$ cat config.mk
export PLATFORM = sky130hd
export DESIGN_NAME = strip_cluster_finder_top_flat
export DESIGN_NICKNAME = d
export VERILOG_FILES = /design/src/design/sfc_pkg.sv /design/src/design/sfc_ifs.sv /design/src/design/sfc_front.sv /design/src/design/sfc_queue.sv /design/src/design/sfc_back.sv /design/src/design/strip_cluster_finder_top.sv /design/src/flat_wrapper.sv
export VERILOG_INCLUDE_DIRS = /design/src /design/src/design
export SDC_FILE = /design/constraint.sdc
export NUM_CORES = 2
export LEC_CHECK = 0
export BUFFER_PORTS_ARGS = -buffer_cell sky130_fd_sc_hd__buf_2
export CAP_MARGIN = 20
export CORE_AREA = 2 2 454 501
export CTS_CLUSTER_SIZE = 20
export DETAILED_ROUTE_END_ITERATION = 10
export DIE_AREA = 0 0 456 503
export PLACE_DENSITY_LB_ADDON = 0.3
export SYNTH_ARGS = -nofsm -noshare
export SYNTH_HDL_FRONTEND = slang
export SYNTH_HIERARCHICAL = 1
export SYNTH_SLANG_ARGS = --single-unit
$ cat constraint.sdc
create_clock -name clk -period 35 [get_ports clk]
set_input_delay 1.75 -clock clk [delete_from_list [all_inputs] [get_ports clk]]
set_output_delay 1.75 -clock clk [all_outputs]
set_load 0.01 [all_outputs]
$ cat src/design/assert_macros.svh
`ifndef ASSERT_MACROS_SVH
`define ASSERT_MACROS_SVH

// Property that must hold at every rising edge outside reset.
`define SFC_ASSERT(label, clk, rst_n, prop) \
	label: assert property (@(posedge clk) disable iff (!rst_n) prop) \
		else $error("%m: check failed");

// Condition that must never be seen outside reset.
`define SFC_NEVER(label, clk, rst_n, cond) \
	`SFC_ASSERT(label, clk, rst_n, !(cond))

`endif

$ cat src/design/sfc_pkg.sv
`timescale 1ns / 1ps
package sfc_pkg;

	// Frame and arithmetic sizes.
	localparam int MAX_STRIPS  = 1024;
	localparam int AMP_BITS    = 16;
	localparam int FRAC_BITS   = 8;
	localparam int POS_W       = $clog2(MAX_STRIPS);
	localparam int SIZE_W      = POS_W + 1;
	localparam int SQ_W        = 2 * POS_W;
	localparam int WT_W        = AMP_BITS + 1;
	localparam int P1_W        = POS_W + WT_W;
	localparam int P2_W        = SQ_W + WT_W;
	localparam int CNT_W       = 11;
	localparam int W_W         = 27;
	localparam int S1_W        = 37;
	localparam int S2_W        = 47;
	localparam int SER_W       = 16;
	localparam int CEN_W       = 18;
	localparam int SPR_W       = 26;
	localparam int CFG_W       = 16;
	localparam int QUEUE_DEPTH = 4;

	// Back end datapath sizes.
	localparam int PROD_W     = S2_W + W_W;
	localparam int DIV_W      = PROD_W + FRAC_BITS;
	localparam int CEN_NUM_W  = S1_W + FRAC_BITS + 1;
	localparam int CEN_FULL_W = SIZE_W + FRAC_BITS;
	localparam int ML_W       = S1_W;
	localparam int STEP_W     = $clog2(DIV_W + 1);

	// Spread of a single strip cluster: 1/sqrt(12), rounded.
	localparam logic [63:0] INV_SQRT12_Q32 = 64'd1239850262;
	localparam logic [63:0] SPREAD_SINGLE =
		((INV_SQRT12_Q32 << FRAC_BITS) + 64'h0000_0000_8000_0000) >> 32;

	typedef enum logic [0:0] {
		CFG_THRESHOLD  = 1'b0,
		CFG_LAYER_KIND = 1'b1
	} cfg_reg_t;

	typedef enum logic [2:0] {
		BK_IDLE,
		BK_CEN,
		BK_MUL_A,
		BK_MUL_B,
		BK_DIFF,
		BK_DIV1,
		BK_DIV2,
		BK_OUT
	} back_state_t;

	// One closed cluster, as handed from the front to the back.
	typedef struct packed {
		logic [W_W-1:0]    weight;
		logic [S1_W-1:0]   s1;
		logic [S2_W-1:0]   s2;
		logic [CNT_W-1:0]  count;
		logic [SIZE_W-1:0] size;
		logic [SER_W-1:0]  serial;
		logic              kind;
		logic              last;
	} cluster_rec_t;

	// Queue fill status seen by the front and the back.
	typedef struct packed {
		logic room2;
		logic not_empty;
	} queue_stat_t;

endpackage

$ cat src/design/sfc_ifs.sv
`timescale 1ns / 1ps
interface strip_in_if;
	import sfc_pkg::*;
	logic                valid;
	logic                ready;
	logic [AMP_BITS-1:0] strip_amplitude;
	logic                frame_end;

	modport source (output valid, output strip_amplitude, output frame_end, input ready);
	modport sink (input valid, input strip_amplitude, input frame_end, output ready);
endinterface

interface cluster_out_if;
	import sfc_pkg::*;
	logic              valid;
	logic              ready;
	logic [CEN_W-1:0]  centroid_q8;
	logic [W_W-1:0]    total_half_units;
	logic [SPR_W-1:0]  spread_q8;
	logic [CNT_W-1:0]  member_count;
	logic [SER_W-1:0]  cluster_serial;
	logic              cluster_kind;
	logic              run_last;

	modport source (output valid, output centroid_q8, output total_half_units,
		output spread_q8, output member_count, output cluster_serial,
		output cluster_kind, output run_last, input ready);
	modport sink (input valid, input centroid_q8, input total_half_units,
		input spread_q8, input member_count, input cluster_serial,
		input cluster_kind, input run_last, output ready);
endinterface

$ cat src/design/sfc_front.sv
`timescale 1ns / 1ps
`include "assert_macros.svh"
module sfc_front (
	input  logic                          clk,
	input  logic                          arst_n,
	input  logic                          cfg_we,
	input  sfc_pkg::cfg_reg_t             cfg_index,
	input  logic [sfc_pkg::CFG_W-1:0]     cfg_data,
	input  logic                          in_valid,
	output logic                          in_ready,
	input  logic [sfc_pkg::AMP_BITS-1:0]  amp,
	input  logic                          frame_end,
	input  sfc_pkg::queue_stat_t          qstat,
	output logic                          push,
	output sfc_pkg::cluster_rec_t         push_rec
);
	import sfc_pkg::*;

	logic [AMP_BITS-1:0] thr_q;
	logic                kind_q;
	logic [POS_W-1:0]    pos_q;
	logic [SQ_W-1:0]     sq_q;
	logic [WT_W-1:0]     prior_q;
	logic [P1_W-1:0]     p1_q;
	logic [P2_W-1:0]     p2_q;
	logic                fall_q;
	logic [CNT_W-1:0]    cnt_q;
	logic [W_W-1:0]      w_q;
	logic [S1_W-1:0]     s1_q;
	logic [S2_W-1:0]     s2_q;
	logic [SER_W-1:0]    lower_q, upper_q;
	logic                pend_q;
	cluster_rec_t        pend_rec_q;

	logic                accept, below, has_open, rising_ok, split, last;
	logic                emit0, emit1;
	logic [WT_W-1:0]     w2, half;
	logic [P1_W-1:0]     m1;
	logic [P2_W-1:0]     m2;
	logic [CNT_W-1:0]    n_cnt;
	logic [W_W-1:0]      n_w;
	logic [S1_W-1:0]     n_s1;
	logic [S2_W-1:0]     n_s2;
	logic [SER_W-1:0]    ser_base;
	cluster_rec_t        rec0, rec1;

	assign in_ready = !pend_q && qstat.room2;
	assign accept   = in_valid && in_ready;

	// Strip weight and its moment contributions.
	assign w2   = {amp, 1'b0};
	assign m1   = P1_W'(pos_q) * P1_W'(w2);
	assign m2   = P2_W'(sq_q) * P2_W'(w2);
	assign half = prior_q >> 1;

	// Classify the strip against the threshold and the slope.
	assign below     = amp <= thr_q;
	assign has_open  = cnt_q != '0;
	assign rising_ok = w2 >= prior_q;
	assign split     = !below && has_open && rising_ok && fall_q && (pos_q != '0);
	assign last      = frame_end || (pos_q == POS_W'(MAX_STRIPS - 1));
	assign ser_base  = kind_q ? upper_q : lower_q;

	// Cluster that stays open after this strip.
	always_comb begin
		if (below) begin
			n_cnt = '0;
			n_w   = '0;
			n_s1  = '0;
			n_s2  = '0;
		end else if (split) begin
			n_cnt = CNT_W'(2);
			n_w   = W_W'(half) + W_W'(w2);
			n_s1  = S1_W'(p1_q >> 1) + S1_W'(m1);
			n_s2  = S2_W'(p2_q >> 1) + S2_W'(m2);
		end else begin
			n_cnt = cnt_q + CNT_W'(1);
			n_w   = w_q + W_W'(w2);
			n_s1  = s1_q + S1_W'(m1);
			n_s2  = s2_q + S2_W'(m2);
		end
	end

	assign emit0 = below ? has_open : split;
	assign emit1 = last && (n_cnt != '0);

	// Closed cluster records; the split one gives back half of the valley.
	always_comb begin
		rec0.weight = split ? w_q - W_W'(half) : w_q;
		rec0.s1     = split ? s1_q - S1_W'(p1_q >> 1) : s1_q;
		rec0.s2     = split ? s2_q - S2_W'(p2_q >> 1) : s2_q;
		rec0.count  = cnt_q;
		rec0.size   = SIZE_W'(pos_q) + SIZE_W'(1);
		rec0.serial = ser_base;
		rec0.kind   = kind_q;
		rec0.last   = !emit1;
		rec1.weight = n_w;
		rec1.s1     = n_s1;
		rec1.s2     = n_s2;
		rec1.count  = n_cnt;
		rec1.size   = SIZE_W'(pos_q) + SIZE_W'(1);
		rec1.serial = ser_base + SER_W'(emit0);
		rec1.kind   = kind_q;
		rec1.last   = 1'b1;
	end

	// Queue write: a held second record goes first.
	always_comb begin
		if (pend_q) begin
			push     = 1'b1;
			push_rec = pend_rec_q;
		end else begin
			push     = accept && (emit0 || emit1);
			push_rec = emit0 ? rec0 : rec1;
		end
	end

	// Configuration registers.
	always_ff @(posedge clk or negedge arst_n) begin
		if (!arst_n) begin
			thr_q  <= '0;
			kind_q <= 1'b0;
		end else if (cfg_we) begin
			unique case (cfg_index)
				CFG_THRESHOLD:  thr_q  <= cfg_data[AMP_BITS-1:0];
				CFG_LAYER_KIND: kind_q <= cfg_data[0];
				default:        thr_q  <= thr_q;
			endcase
		end
	end

	// Held second record when a strip closes two clusters.
	always_ff @(posedge clk) begin
		if (accept && emit0 && emit1) begin
			pend_rec_q <= rec1;
		end
	end

	// Frame and cluster state.
	always_ff @(posedge clk or negedge arst_n) begin
		if (!arst_n) begin
			pend_q  <= 1'b0;
			pos_q   <= '0;
			sq_q    <= '0;
			prior_q <= '0;
			p1_q    <= '0;
			p2_q    <= '0;
			fall_q  <= 1'b0;
			cnt_q   <= '0;
			w_q     <= '0;
			s1_q    <= '0;
			s2_q    <= '0;
			lower_q <= '0;
			upper_q <= '0;
		end else if (pend_q) begin
			pend_q <= 1'b0;
		end else if (accept) begin
			pend_q <= emit0 && emit1;
			if (kind_q) begin
				upper_q <= upper_q + SER_W'(emit0) + SER_W'(emit1);
			end else begin
				lower_q <= lower_q + SER_W'(emit0) + SER_W'(emit1);
			end
			if (last) begin
				pos_q   <= '0;
				sq_q    <= '0;
				prior_q <= '0;
				fall_q  <= 1'b0;
				cnt_q   <= '0;
				w_q     <= '0;
				s1_q    <= '0;
				s2_q    <= '0;
			end else begin
				pos_q <= pos_q + POS_W'(1);
				sq_q  <= sq_q + SQ_W'({pos_q, 1'b0}) + SQ_W'(1);
				cnt_q <= n_cnt;
				w_q   <= n_w;
				s1_q  <= n_s1;
				s2_q  <= n_s2;
				if (below) begin
					fall_q <= 1'b0;
				end else begin
					prior_q <= w2;
					p1_q    <= m1;
					p2_q    <= m2;
					fall_q  <= has_open && !rising_ok;
				end
			end
		end
	end

	`SFC_ASSERT(a_pend_pushes, clk, arst_n, pend_q |-> (push && !in_ready))
	`SFC_ASSERT(a_two_closes_hold, clk, arst_n, (accept && emit0 && emit1) |=> pend_q)

endmodule

$ cat src/design/sfc_queue.sv
`timescale 1ns / 1ps
`include "assert_macros.svh"
module sfc_queue #(
	parameter int DEPTH = sfc_pkg::QUEUE_DEPTH
) (
	input  logic                  clk,
	input  logic                  arst_n,
	input  logic                  push,
	input  sfc_pkg::cluster_rec_t push_rec,
	input  logic                  pop,
	output sfc_pkg::cluster_rec_t pop_rec,
	output sfc_pkg::queue_stat_t  stat
);
	import sfc_pkg::*;

	localparam int PTR_W = (DEPTH > 1) ? $clog2(DEPTH) : 1;
	localparam int FILL_W = $clog2(DEPTH + 1);

	cluster_rec_t      mem_q [DEPTH];
	logic [PTR_W-1:0]  wr_q, rd_q;
	logic [FILL_W-1:0] fill_q;

	assign pop_rec        = mem_q[rd_q];
	assign stat.not_empty = fill_q != '0;
	assign stat.room2     = fill_q <= FILL_W'(DEPTH - 2);

	// Record storage.
	always_ff @(posedge clk) begin
		if (push) begin
			mem_q[wr_q] <= push_rec;
		end
	end

	// Pointers and fill level.
	always_ff @(posedge clk or negedge arst_n) begin
		if (!arst_n) begin
			wr_q   <= '0;
			rd_q   <= '0;
			fill_q <= '0;
		end else begin
			if (push) begin
				wr_q <= (wr_q == PTR_W'(DEPTH - 1)) ? '0 : wr_q + PTR_W'(1);
			end
			if (pop) begin
				rd_q <= (rd_q == PTR_W'(DEPTH - 1)) ? '0 : rd_q + PTR_W'(1);
			end
			fill_q <= fill_q + FILL_W'(push) - FILL_W'(pop);
		end
	end

	`SFC_NEVER(a_no_overflow, clk, arst_n, push && !pop && (fill_q == FILL_W'(DEPTH)))
	`SFC_NEVER(a_no_underflow, clk, arst_n, pop && (fill_q == '0))

endmodule

$ cat src/design/sfc_back.sv
`timescale 1ns / 1ps
`include "assert_macros.svh"
module sfc_back (
	input  logic                         clk,
	input  logic                         arst_n,
	input  sfc_pkg::queue_stat_t         qstat,
	input  sfc_pkg::cluster_rec_t        rec,
	output logic                         pop,
	output logic                         out_valid,
	input  logic                         out_ready,
	output logic [sfc_pkg::CEN_W-1:0]    centroid,
	output logic [sfc_pkg::W_W-1:0]      total,
	output logic [sfc_pkg::SPR_W-1:0]    spread,
	output logic [sfc_pkg::CNT_W-1:0]    count,
	output logic [sfc_pkg::SER_W-1:0]    serial,
	output logic                         kind,
	output logic                         run_last
);
	import sfc_pkg::*;

	back_state_t         st_q, st_nx;
	cluster_rec_t        rec_q;
	logic [DIV_W-1:0]    n_q, q_q;
	logic [W_W-1:0]      r_q;
	logic [STEP_W-1:0]   k_q;
	logic [PROD_W-1:0]   mc_q, acc_q, a_q;
	logic [ML_W-1:0]     ml_q;
	logic [CEN_W-1:0]    cen_q;
	logic [SPR_W-1:0]    spr_q;

	logic                step_end, ge, multi;
	logic [W_W:0]        rem_sh;
	logic [W_W-1:0]      rem_nx;
	logic [DIV_W-1:0]    q_nx;
	logic [PROD_W-1:0]   acc_nx;
	logic [CEN_NUM_W-1:0] cen_num;
	logic [CEN_FULL_W-1:0] size_full, size_m1;

	// One restoring divide step by the cluster weight.
	assign rem_sh = {r_q, n_q[DIV_W-1]};
	assign ge     = rem_sh >= {1'b0, rec_q.weight};
	assign rem_nx = ge ? W_W'(rem_sh - {1'b0, rec_q.weight}) : rem_sh[W_W-1:0];
	assign q_nx   = {q_q[DIV_W-2:0], ge};

	// One shift-and-add multiply step.
	assign acc_nx = ml_q[0] ? acc_q + mc_q : acc_q;

	assign step_end  = k_q == STEP_W'(1);
	assign multi     = (rec_q.count > CNT_W'(1)) && (rec_q.weight != '0);
	assign cen_num   = CEN_NUM_W'({rec.s1, {FRAC_BITS{1'b0}}}) +
		CEN_NUM_W'({rec.weight, {(FRAC_BITS - 1){1'b0}}});
	assign size_full = {rec_q.size, {FRAC_BITS{1'b0}}};
	assign size_m1   = size_full - CEN_FULL_W'(1);

	// Sequencer next state.
	always_comb begin
		st_nx = st_q;
		pop   = 1'b0;
		unique case (st_q)
			BK_IDLE: begin
				if (qstat.not_empty) begin
					pop   = 1'b1;
					st_nx = BK_CEN;
				end
			end
			BK_CEN:   if (step_end) st_nx = multi ? BK_MUL_A : BK_OUT;
			BK_MUL_A: if (step_end) st_nx = BK_MUL_B;
			BK_MUL_B: if (step_end) st_nx = BK_DIFF;
			BK_DIFF:  st_nx = (a_q < acc_q) ? BK_OUT : BK_DIV1;
			BK_DIV1:  if (step_end) st_nx = BK_DIV2;
			BK_DIV2:  if (step_end) st_nx = BK_OUT;
			BK_OUT:   if (out_ready) st_nx = BK_IDLE;
			default:  st_nx = BK_IDLE;
		endcase
	end

	always_ff @(posedge clk or negedge arst_n) begin
		if (!arst_n) begin
			st_q <= BK_IDLE;
		end else begin
			st_q <= st_nx;
		end
	end

	// Divider, multiplier and result registers.
	always_ff @(posedge clk) begin
		case (st_q)
			BK_IDLE: begin
				rec_q <= rec;
				n_q   <= {cen_num, {(DIV_W - CEN_NUM_W){1'b0}}};
				q_q   <= '0;
				r_q   <= '0;
				k_q   <= STEP_W'(CEN_NUM_W);
			end
			BK_CEN: begin
				n_q <= n_q << 1;
				q_q <= q_nx;
				r_q <= rem_nx;
				if (step_end) begin
					if (rec_q.weight == '0) begin
						cen_q <= '0;
					end else if (q_nx >= DIV_W'(size_full)) begin
						cen_q <= size_m1[CEN_W-1:0];
					end else begin
						cen_q <= q_nx[CEN_W-1:0];
					end
					spr_q <= SPREAD_SINGLE[SPR_W-1:0];
					acc_q <= '0;
					mc_q  <= PROD_W'(rec_q.s2);
					ml_q  <= ML_W'(rec_q.weight);
					k_q   <= STEP_W'(W_W);
				end else begin
					k_q <= k_q - STEP_W'(1);
				end
			end
			BK_MUL_A: begin
				if (step_end) begin
					a_q   <= acc_nx;
					acc_q <= '0;
					mc_q  <= PROD_W'(rec_q.s1);
					ml_q  <= ML_W'(rec_q.s1);
					k_q   <= STEP_W'(S1_W);
				end else begin
					acc_q <= acc_nx;
					mc_q  <= mc_q << 1;
					ml_q  <= ml_q >> 1;
					k_q   <= k_q - STEP_W'(1);
				end
			end
			BK_MUL_B: begin
				acc_q <= acc_nx;
				mc_q  <= mc_q << 1;
				ml_q  <= ml_q >> 1;
				k_q   <= k_q - STEP_W'(1);
			end
			BK_DIFF: begin
				spr_q <= '0;
				n_q   <= {a_q - acc_q, {FRAC_BITS{1'b0}}};
				q_q   <= '0;
				r_q   <= '0;
				k_q   <= STEP_W'(DIV_W);
			end
			BK_DIV1: begin
				if (step_end) begin
					n_q <= q_nx;
					q_q <= '0;
					r_q <= '0;
					k_q <= STEP_W'(DIV_W);
				end else begin
					n_q <= n_q << 1;
					q_q <= q_nx;
					r_q <= rem_nx;
					k_q <= k_q - STEP_W'(1);
				end
			end
			BK_DIV2: begin
				n_q <= n_q << 1;
				q_q <= q_nx;
				r_q <= rem_nx;
				k_q <= k_q - STEP_W'(1);
				if (step_end) begin
					spr_q <= q_nx[SPR_W-1:0];
				end
			end
			default: begin
				k_q <= k_q;
			end
		endcase
	end

	assign out_valid = st_q == BK_OUT;
	assign centroid  = cen_q;
	assign total     = rec_q.weight;
	assign spread    = spr_q;
	assign count     = rec_q.count;
	assign serial    = rec_q.serial;
	assign kind      = rec_q.kind;
	assign run_last  = rec_q.last;

	`SFC_ASSERT(a_pop_starts, clk, arst_n, pop |=> (st_q == BK_CEN))
	`SFC_ASSERT(a_out_holds, clk, arst_n, (out_valid && !out_ready) |=> out_valid)

endmodule

$ cat src/design/strip_cluster_finder_top.sv
`timescale 1ns / 1ps
// Strips are taken one per cycle while the queue has room for two records and no record is held;
// a strip that closes two clusters holds input while its second record is written. In the back end
// each cluster is worked off by the bit-serial shift-add multiplier and the one-bit-per-cycle divider
// that centroid and spread share; a cluster of one strip skips the multiply and the spread divide.
// A four-entry record queue lets the front keep taking strips while clusters are worked off.
// arst_n clears thresholds, serial counters, frame state, queue and sequencer at once.
module strip_cluster_finder_top #(
	parameter int QUEUE_DEPTH = sfc_pkg::QUEUE_DEPTH
) (
	input  logic                      clk,
	input  logic                      arst_n,
	input  logic                      cfg_we,
	input  sfc_pkg::cfg_reg_t         cfg_index,
	input  logic [sfc_pkg::CFG_W-1:0] cfg_data,
	strip_in_if.sink                  strip_in,
	cluster_out_if.source             cluster_out
);
	import sfc_pkg::*;

	logic         push, pop;
	cluster_rec_t push_rec, pop_rec;
	queue_stat_t  qstat;

	sfc_front u_front (
		.clk       (clk),
		.arst_n    (arst_n),
		.cfg_we    (cfg_we),
		.cfg_index (cfg_index),
		.cfg_data  (cfg_data),
		.in_valid  (strip_in.valid),
		.in_ready  (strip_in.ready),
		.amp       (strip_in.strip_amplitude),
		.frame_end (strip_in.frame_end),
		.qstat     (qstat),
		.push      (push),
		.push_rec  (push_rec)
	);

	sfc_queue #(
		.DEPTH (QUEUE_DEPTH)
	) u_queue (
		.clk      (clk),
		.arst_n   (arst_n),
		.push     (push),
		.push_rec (push_rec),
		.pop      (pop),
		.pop_rec  (pop_rec),
		.stat     (qstat)
	);

	sfc_back u_back (
		.clk       (clk),
		.arst_n    (arst_n),
		.qstat     (qstat),
		.rec       (pop_rec),
		.pop       (pop),
		.out_valid (cluster_out.valid),
		.out_ready (cluster_out.ready),
		.centroid  (cluster_out.centroid_q8),
		.total     (cluster_out.total_half_units),
		.spread    (cluster_out.spread_q8),
		.count     (cluster_out.member_count),
		.serial    (cluster_out.cluster_serial),
		.kind      (cluster_out.cluster_kind),
		.run_last  (cluster_out.run_last)
	);

endmodule
$ cat src/flat_wrapper.sv
// flat-port wrapper written by rule: the top's interface ports become plain ports
module strip_cluster_finder_top_flat import sfc_pkg::*;
#(
	parameter int QUEUE_DEPTH = sfc_pkg::QUEUE_DEPTH
)
  (clk, arst_n, cfg_we, cfg_index, cfg_data, strip_in_valid, strip_in_strip_amplitude, strip_in_frame_end, strip_in_ready, cluster_out_valid, cluster_out_centroid_q8, cluster_out_total_half_units, cluster_out_spread_q8, cluster_out_member_count, cluster_out_cluster_serial, cluster_out_cluster_kind, cluster_out_run_last, cluster_out_ready);
  strip_in_if strip_in_i ();
  cluster_out_if cluster_out_i ();
  input  logic clk;
  input  logic arst_n;
  input  logic cfg_we;
  input  sfc_pkg::cfg_reg_t cfg_index;
  input  logic [sfc_pkg::CFG_W-1:0] cfg_data;
  input wire logic [$bits(strip_in_i.valid)-1:0] strip_in_valid;
  input wire logic [$bits(strip_in_i.strip_amplitude)-1:0] strip_in_strip_amplitude;
  input wire logic [$bits(strip_in_i.frame_end)-1:0] strip_in_frame_end;
  output wire logic [$bits(strip_in_i.ready)-1:0] strip_in_ready;
  output wire logic [$bits(cluster_out_i.valid)-1:0] cluster_out_valid;
  output wire logic [$bits(cluster_out_i.centroid_q8)-1:0] cluster_out_centroid_q8;
  output wire logic [$bits(cluster_out_i.total_half_units)-1:0] cluster_out_total_half_units;
  output wire logic [$bits(cluster_out_i.spread_q8)-1:0] cluster_out_spread_q8;
  output wire logic [$bits(cluster_out_i.member_count)-1:0] cluster_out_member_count;
  output wire logic [$bits(cluster_out_i.cluster_serial)-1:0] cluster_out_cluster_serial;
  output wire logic [$bits(cluster_out_i.cluster_kind)-1:0] cluster_out_cluster_kind;
  output wire logic [$bits(cluster_out_i.run_last)-1:0] cluster_out_run_last;
  input wire logic [$bits(cluster_out_i.ready)-1:0] cluster_out_ready;
  assign strip_in_i.valid = strip_in_valid;
  assign strip_in_i.strip_amplitude = strip_in_strip_amplitude;
  assign strip_in_i.frame_end = strip_in_frame_end;
  assign strip_in_ready = strip_in_i.ready;
  assign cluster_out_valid = cluster_out_i.valid;
  assign cluster_out_centroid_q8 = cluster_out_i.centroid_q8;
  assign cluster_out_total_half_units = cluster_out_i.total_half_units;
  assign cluster_out_spread_q8 = cluster_out_i.spread_q8;
  assign cluster_out_member_count = cluster_out_i.member_count;
  assign cluster_out_cluster_serial = cluster_out_i.cluster_serial;
  assign cluster_out_cluster_kind = cluster_out_i.cluster_kind;
  assign cluster_out_run_last = cluster_out_i.run_last;
  assign cluster_out_i.ready = cluster_out_ready;
  strip_cluster_finder_top #(.QUEUE_DEPTH(QUEUE_DEPTH)) u_core (.clk(clk), .arst_n(arst_n), .cfg_we(cfg_we), .cfg_index(cfg_index), .cfg_data(cfg_data), .strip_in(strip_in_i), .cluster_out(cluster_out_i));
endmodule
==> tab_implementation.tex <==
\begin{tabular}{lr}
\hline
Metric & Value \\
\hline
\multicolumn{2}{l}{\textbf{Run status}} \\
Status & finished clean \\
\multicolumn{2}{l}{\textbf{Worst setup path}} \\
Startpoint type of the worst setup path & primary input \\
Top fanout value on the critical path & 37 \\
Max incr delay on CP & approximately 0.7 ns \\
Logic depth of the worst setup path including buffers & 32 \\
Most repeated library cell on the critical path & fa\_1 \\
Crit-path leading delay family & adder cells \\
Critical Path End Type & register \\
Buffers \& Inverters on Critical Path & 4 \\
Endpoint required time on the critical path & 35.60 ns \\
Cell with the largest stage delay on the worst path & buf\_2 \\
Worst flop-to-flop path startpoint & u\_core/u\_front/sq\_q[6] \\
Reg2Reg Setup Slack & roughly 25 ns \\
Critical path startpoint & strip\_in\_strip\_amplitude[1] \\
Signal arrival time at the worst endpoint & $\sim$11 ns \\
Critical register-to-register path endpoint & u\_core/u\_queue/mem\_q[2][85] \\
Worst Reg-to-Reg Cells & 33 \\
Setup CP Type & in2reg \\
Destination of the critical timing path & u\_core/u\_queue/mem\_q[2][85] \\
\multicolumn{2}{l}{\textbf{Floorplan}} \\
Chip Height & 503 µm \\
Total Die Area & $\sim$230000 µm² \\
Initial core utilization & around half \\
Number of placement rows & 183 \\
I/O pin cnt & between 100 and 150 \\
Core region area & roughly 220000 µm² \\
Width of the chip & about 460 µm \\
\multicolumn{2}{l}{\textbf{Layout}} \\
Nets & between 10000 and 15000 \\
Ratio of cells with drive above 1 in the final layout & slightly above 8\% \\
Fill cell count & 19300 \\
Cell area after layout & between 100000 and 150000 µm² \\
Core utilization of the finished layout & between 50\% and 60\% \\
Synthesis-to-layout area growth & 8.42\% \\
\multicolumn{2}{l}{\textbf{Logic synthesis}} \\
Library cells used by synthesis & 105 \\
Count of yosys warnings during synthesis & 6 \\
Most common cell in the synthesized netlist & edfxtp\_1 \\
Sequential share of the synthesized area & 44.4\% \\
Cell accounting for the most synthesized area & edfxtp\_1 \\
Share of Yosys cell area claimed by the top area cell type & between 30\% and 40\% \\
Post-Syn Area per Cell & 10.6 µm² \\
Most common library cells after synthesis & edfxtp\_1 (1405), nand2\_1 (1126), inv\_1 (778) \\
Post-synthesis instance area & roughly 110000 µm² \\
Syn Inst Count & between 10000 and 15000 \\
Ys flop type & edfxtp\_1 \\
Number of flip-flops and latches in the synthesized netlist & between 1500 and 2000 \\
Leading cell types by total area after synthesis & edfxtp\_1 (38\%), ha\_1 (7.6\%), fa\_1 (6.8\%) \\
Number of enable-type register cells in the synthesized netlist & about 1400 \\
Syn Nets & between 10000 and 15000 \\
Async SR Flop Fraction & approximately 17\% \\
\multicolumn{2}{l}{\textbf{Timing}} \\
Setup-failing EPs final & 0 \\
Final-report max-slew violation count & 0 \\
Total negative slack & 0 ns \\
Hold Vio Cnt, Final & 0 \\
Final critical-path share of the clock period & around 30\% \\
Shortest period the worst path allows & just over 10 ns \\
Worst slew pin tran & 1.27 ns \\
Worst setup skew after layout & between 0.06 and 0.07 ns \\
Highest achievable clock rate & 0.0968 GHz \\
Setup repair after global routing missed its margin & no \\
Worst-case headroom to the max-slew limit & roughly 15\% \\
\multicolumn{2}{l}{\textbf{CTS}} \\
Clock buffer count from CTS & 180 \\
Cell at the root of the clock tree & clkbuf\_16 \\
Clock net sink count & approximately 1700 \\
Clock transition time at the flip-flop clock pins of the worst setup and hold paths & around 0.06 ns \\
Htree depth & 4 \\
Clock insertion delay at the later pin of the skew report & about 0.88 ns \\
Post-cts sizing count & 0 \\
Longest Clk Path Bufs & 3 \\
Hold buffers post-CTS & 0 \\
Buffers inserted by post-CTS timing repair & 0 \\
Clock tree from TritonCTS & done \\
\multicolumn{2}{l}{\textbf{Detailed routing}} \\
Average via count per standard cell & between 6 and 7 \\
Remaining design rule violation count & 0 \\
Wirelength per Cell & approximately 24 µm \\
First-pass iteration count of the detailed router & 7 \\
WL final & roughly 320 mm \\
Number of DRC markers in iteration 0 & about 8400 \\
Antenna Violating Nets Remaining & 0 \\
Vias post-DR & about 82000 \\
\multicolumn{2}{l}{\textbf{GRT}} \\
Antenna violations before repair & 9 \\
Overall Global Routing Usage & 27.5\% \\
Via count of the first global-routing pass & roughly 80000 \\
Global-route congestion overflow total & 0 \\
Global-route wire length before repair & 489 mm \\
Maximum number of pins on one net before global-route repair & 145 \\
\multicolumn{2}{l}{\textbf{Place}} \\
Placement Cell Area & around 110000 µm² \\
Half-perimeter wire length of the detailed placement result & 233 mm \\
Number of buffers added on ports & 140 \\
Placer Congestion & approximately 0.96 \\
\multicolumn{2}{l}{\textbf{Power}} \\
Peak supply drop & 0.0585 mV \\
Power density relative to cell area & 36.2 nW/µm² \\
Cell leakage power & 47.7 nW \\
Pwr Total & 4.37 mW \\
\multicolumn{2}{l}{\textbf{Run}} \\
Max\_cap viols & 0 \\
\multicolumn{2}{l}{\textbf{Hold path}} \\
Hold wc startpoint & u\_core/u\_front/lower\_q[15] \\
Type of the worst min-delay path & reg2reg \\
\hline
\end{tabular}
-- flip-flops by register name, summed over array words and instances (netlist names), 47 cells and up --
register / count
u_core/u_back/a_q: 74
u_core/u_back/n_q: 82
u_core/u_back/mc_q: 74
u_core/u_front/s2_q: 47
u_core/u_back/rec_q: 95
u_core/u_front/pend_rec_q: 150
u_core/u_back/q_q: 81
u_core/u_back/acc_q: 74
u_core/u_queue/mem_q: 604
-- area by class of cell --
type / count / area [µm²] / area share, %
multi-input combinational: 7437 / 56600 / 46.9
sequential: 1696 / 49500 / 41.0
clock buffer: 223 / 4800 / 3.97
tap: 2960 / 3700 / 3.07
inverter: 780 / 2930 / 2.43
timing repair buffer: 269 / 1750 / 1.45
clock inverter: 111 / 1470 / 1.22
antenna: 7 / 17.5 / 0.0145
-- logic make-up (layout without fill, tap and decap cells) --
kind of cell	count (synthesis)	in the layout	synth area share (%)
simple gates	2962	2962	12.7
flops	1696	1696	44.4
mux	304	304	4.51
other cells	0	7	0
fa+ha+maj	1050	1050	14.3
buf+inv	1377	1383	4.94
compound gates	2562	2562	14.7
xor+xnor	559	559	4.40
-- where the power goes --
group	total (mW)	internal, mW	switching (mW)
Sequential	2.18	2.18	0.000920
Clock	2.02	1.17	0.856
Combinational	0.176	0.0389	0.137
Total	4.37	3.38	0.994
-- worst min path at each step --
stage | slack, ns | end | depth (start not counted)
floorplan | 0.43 | u_core/u_front/pend_rec_q[1] | 0
global placement | 0.46 | u_core/u_front/upper_q[15] | 1
detailed placement | 0.46 | u_core/u_front/lower_q[15] | 1
CTS | 0.48 | u_core/u_front/lower_q[15] | 1
global route | 0.50 | u_core/u_front/upper_q[15] | 1
finish | 0.47 | u_core/u_front/lower_q[15] | 1
-- worst reg2reg max path, delay by kind of cell, from the launching register on --
family                     cells  cell delay [ns]
buffers and inverters          5             0.27
and+or+nand+nor                9             2.10
DFF                            1             0.90
AOI/OAI and AO/OA             11             2.57
adders and majority gates      8             3.61
-- metrics by stage --
stage | hold WS (ns) | instances | setup WS (ns)
floorplan | 0.426 | 10500 | 20.34
global placement | 0.462 | 13100 | 23.93
detailed placement | 0.464 | 13100 | 23.88
CTS | 0.476 | 13500 | 24.78
global route | 0.502 | 13500 | 24.05
finish | 0.472 | 13500 | 24.67
-- layer usage --
metal  part of all wire, %  vias to the layer above  GRT usage, %
met3                   6.7                      531          3.81
met2                    47                     3148          45.1
met1                    42                    40600          37.1
met5                     0                        -             0
li1                      -                    37500             -
met4                   4.1                        0          10.7
-- layout by cell type (no fill, tap or decap), types with 75 or more instances in the layout --
cell type	instances
fa_1	377
and2_1	390
a31oi_1	75
buf_2	139
a211oi_1	97
nand4_1	107
xor2_1	210
o21bai_1	79
dfrtp_1	287
xnor2_1	349
inv_1	778
clkbuf_16	182
nand2_1	1123
nor2_1	528
buf_4	123
mux4_2	151
nor3_1	140
a21oi_1	664
o21ai_0	639
and3_1	129
ha_1	673
nand3_1	147
o21a_1	109
edfxtp_1	1405
a21o_1	253
mux2i_1	84
(Power assumes the default switching activity.)
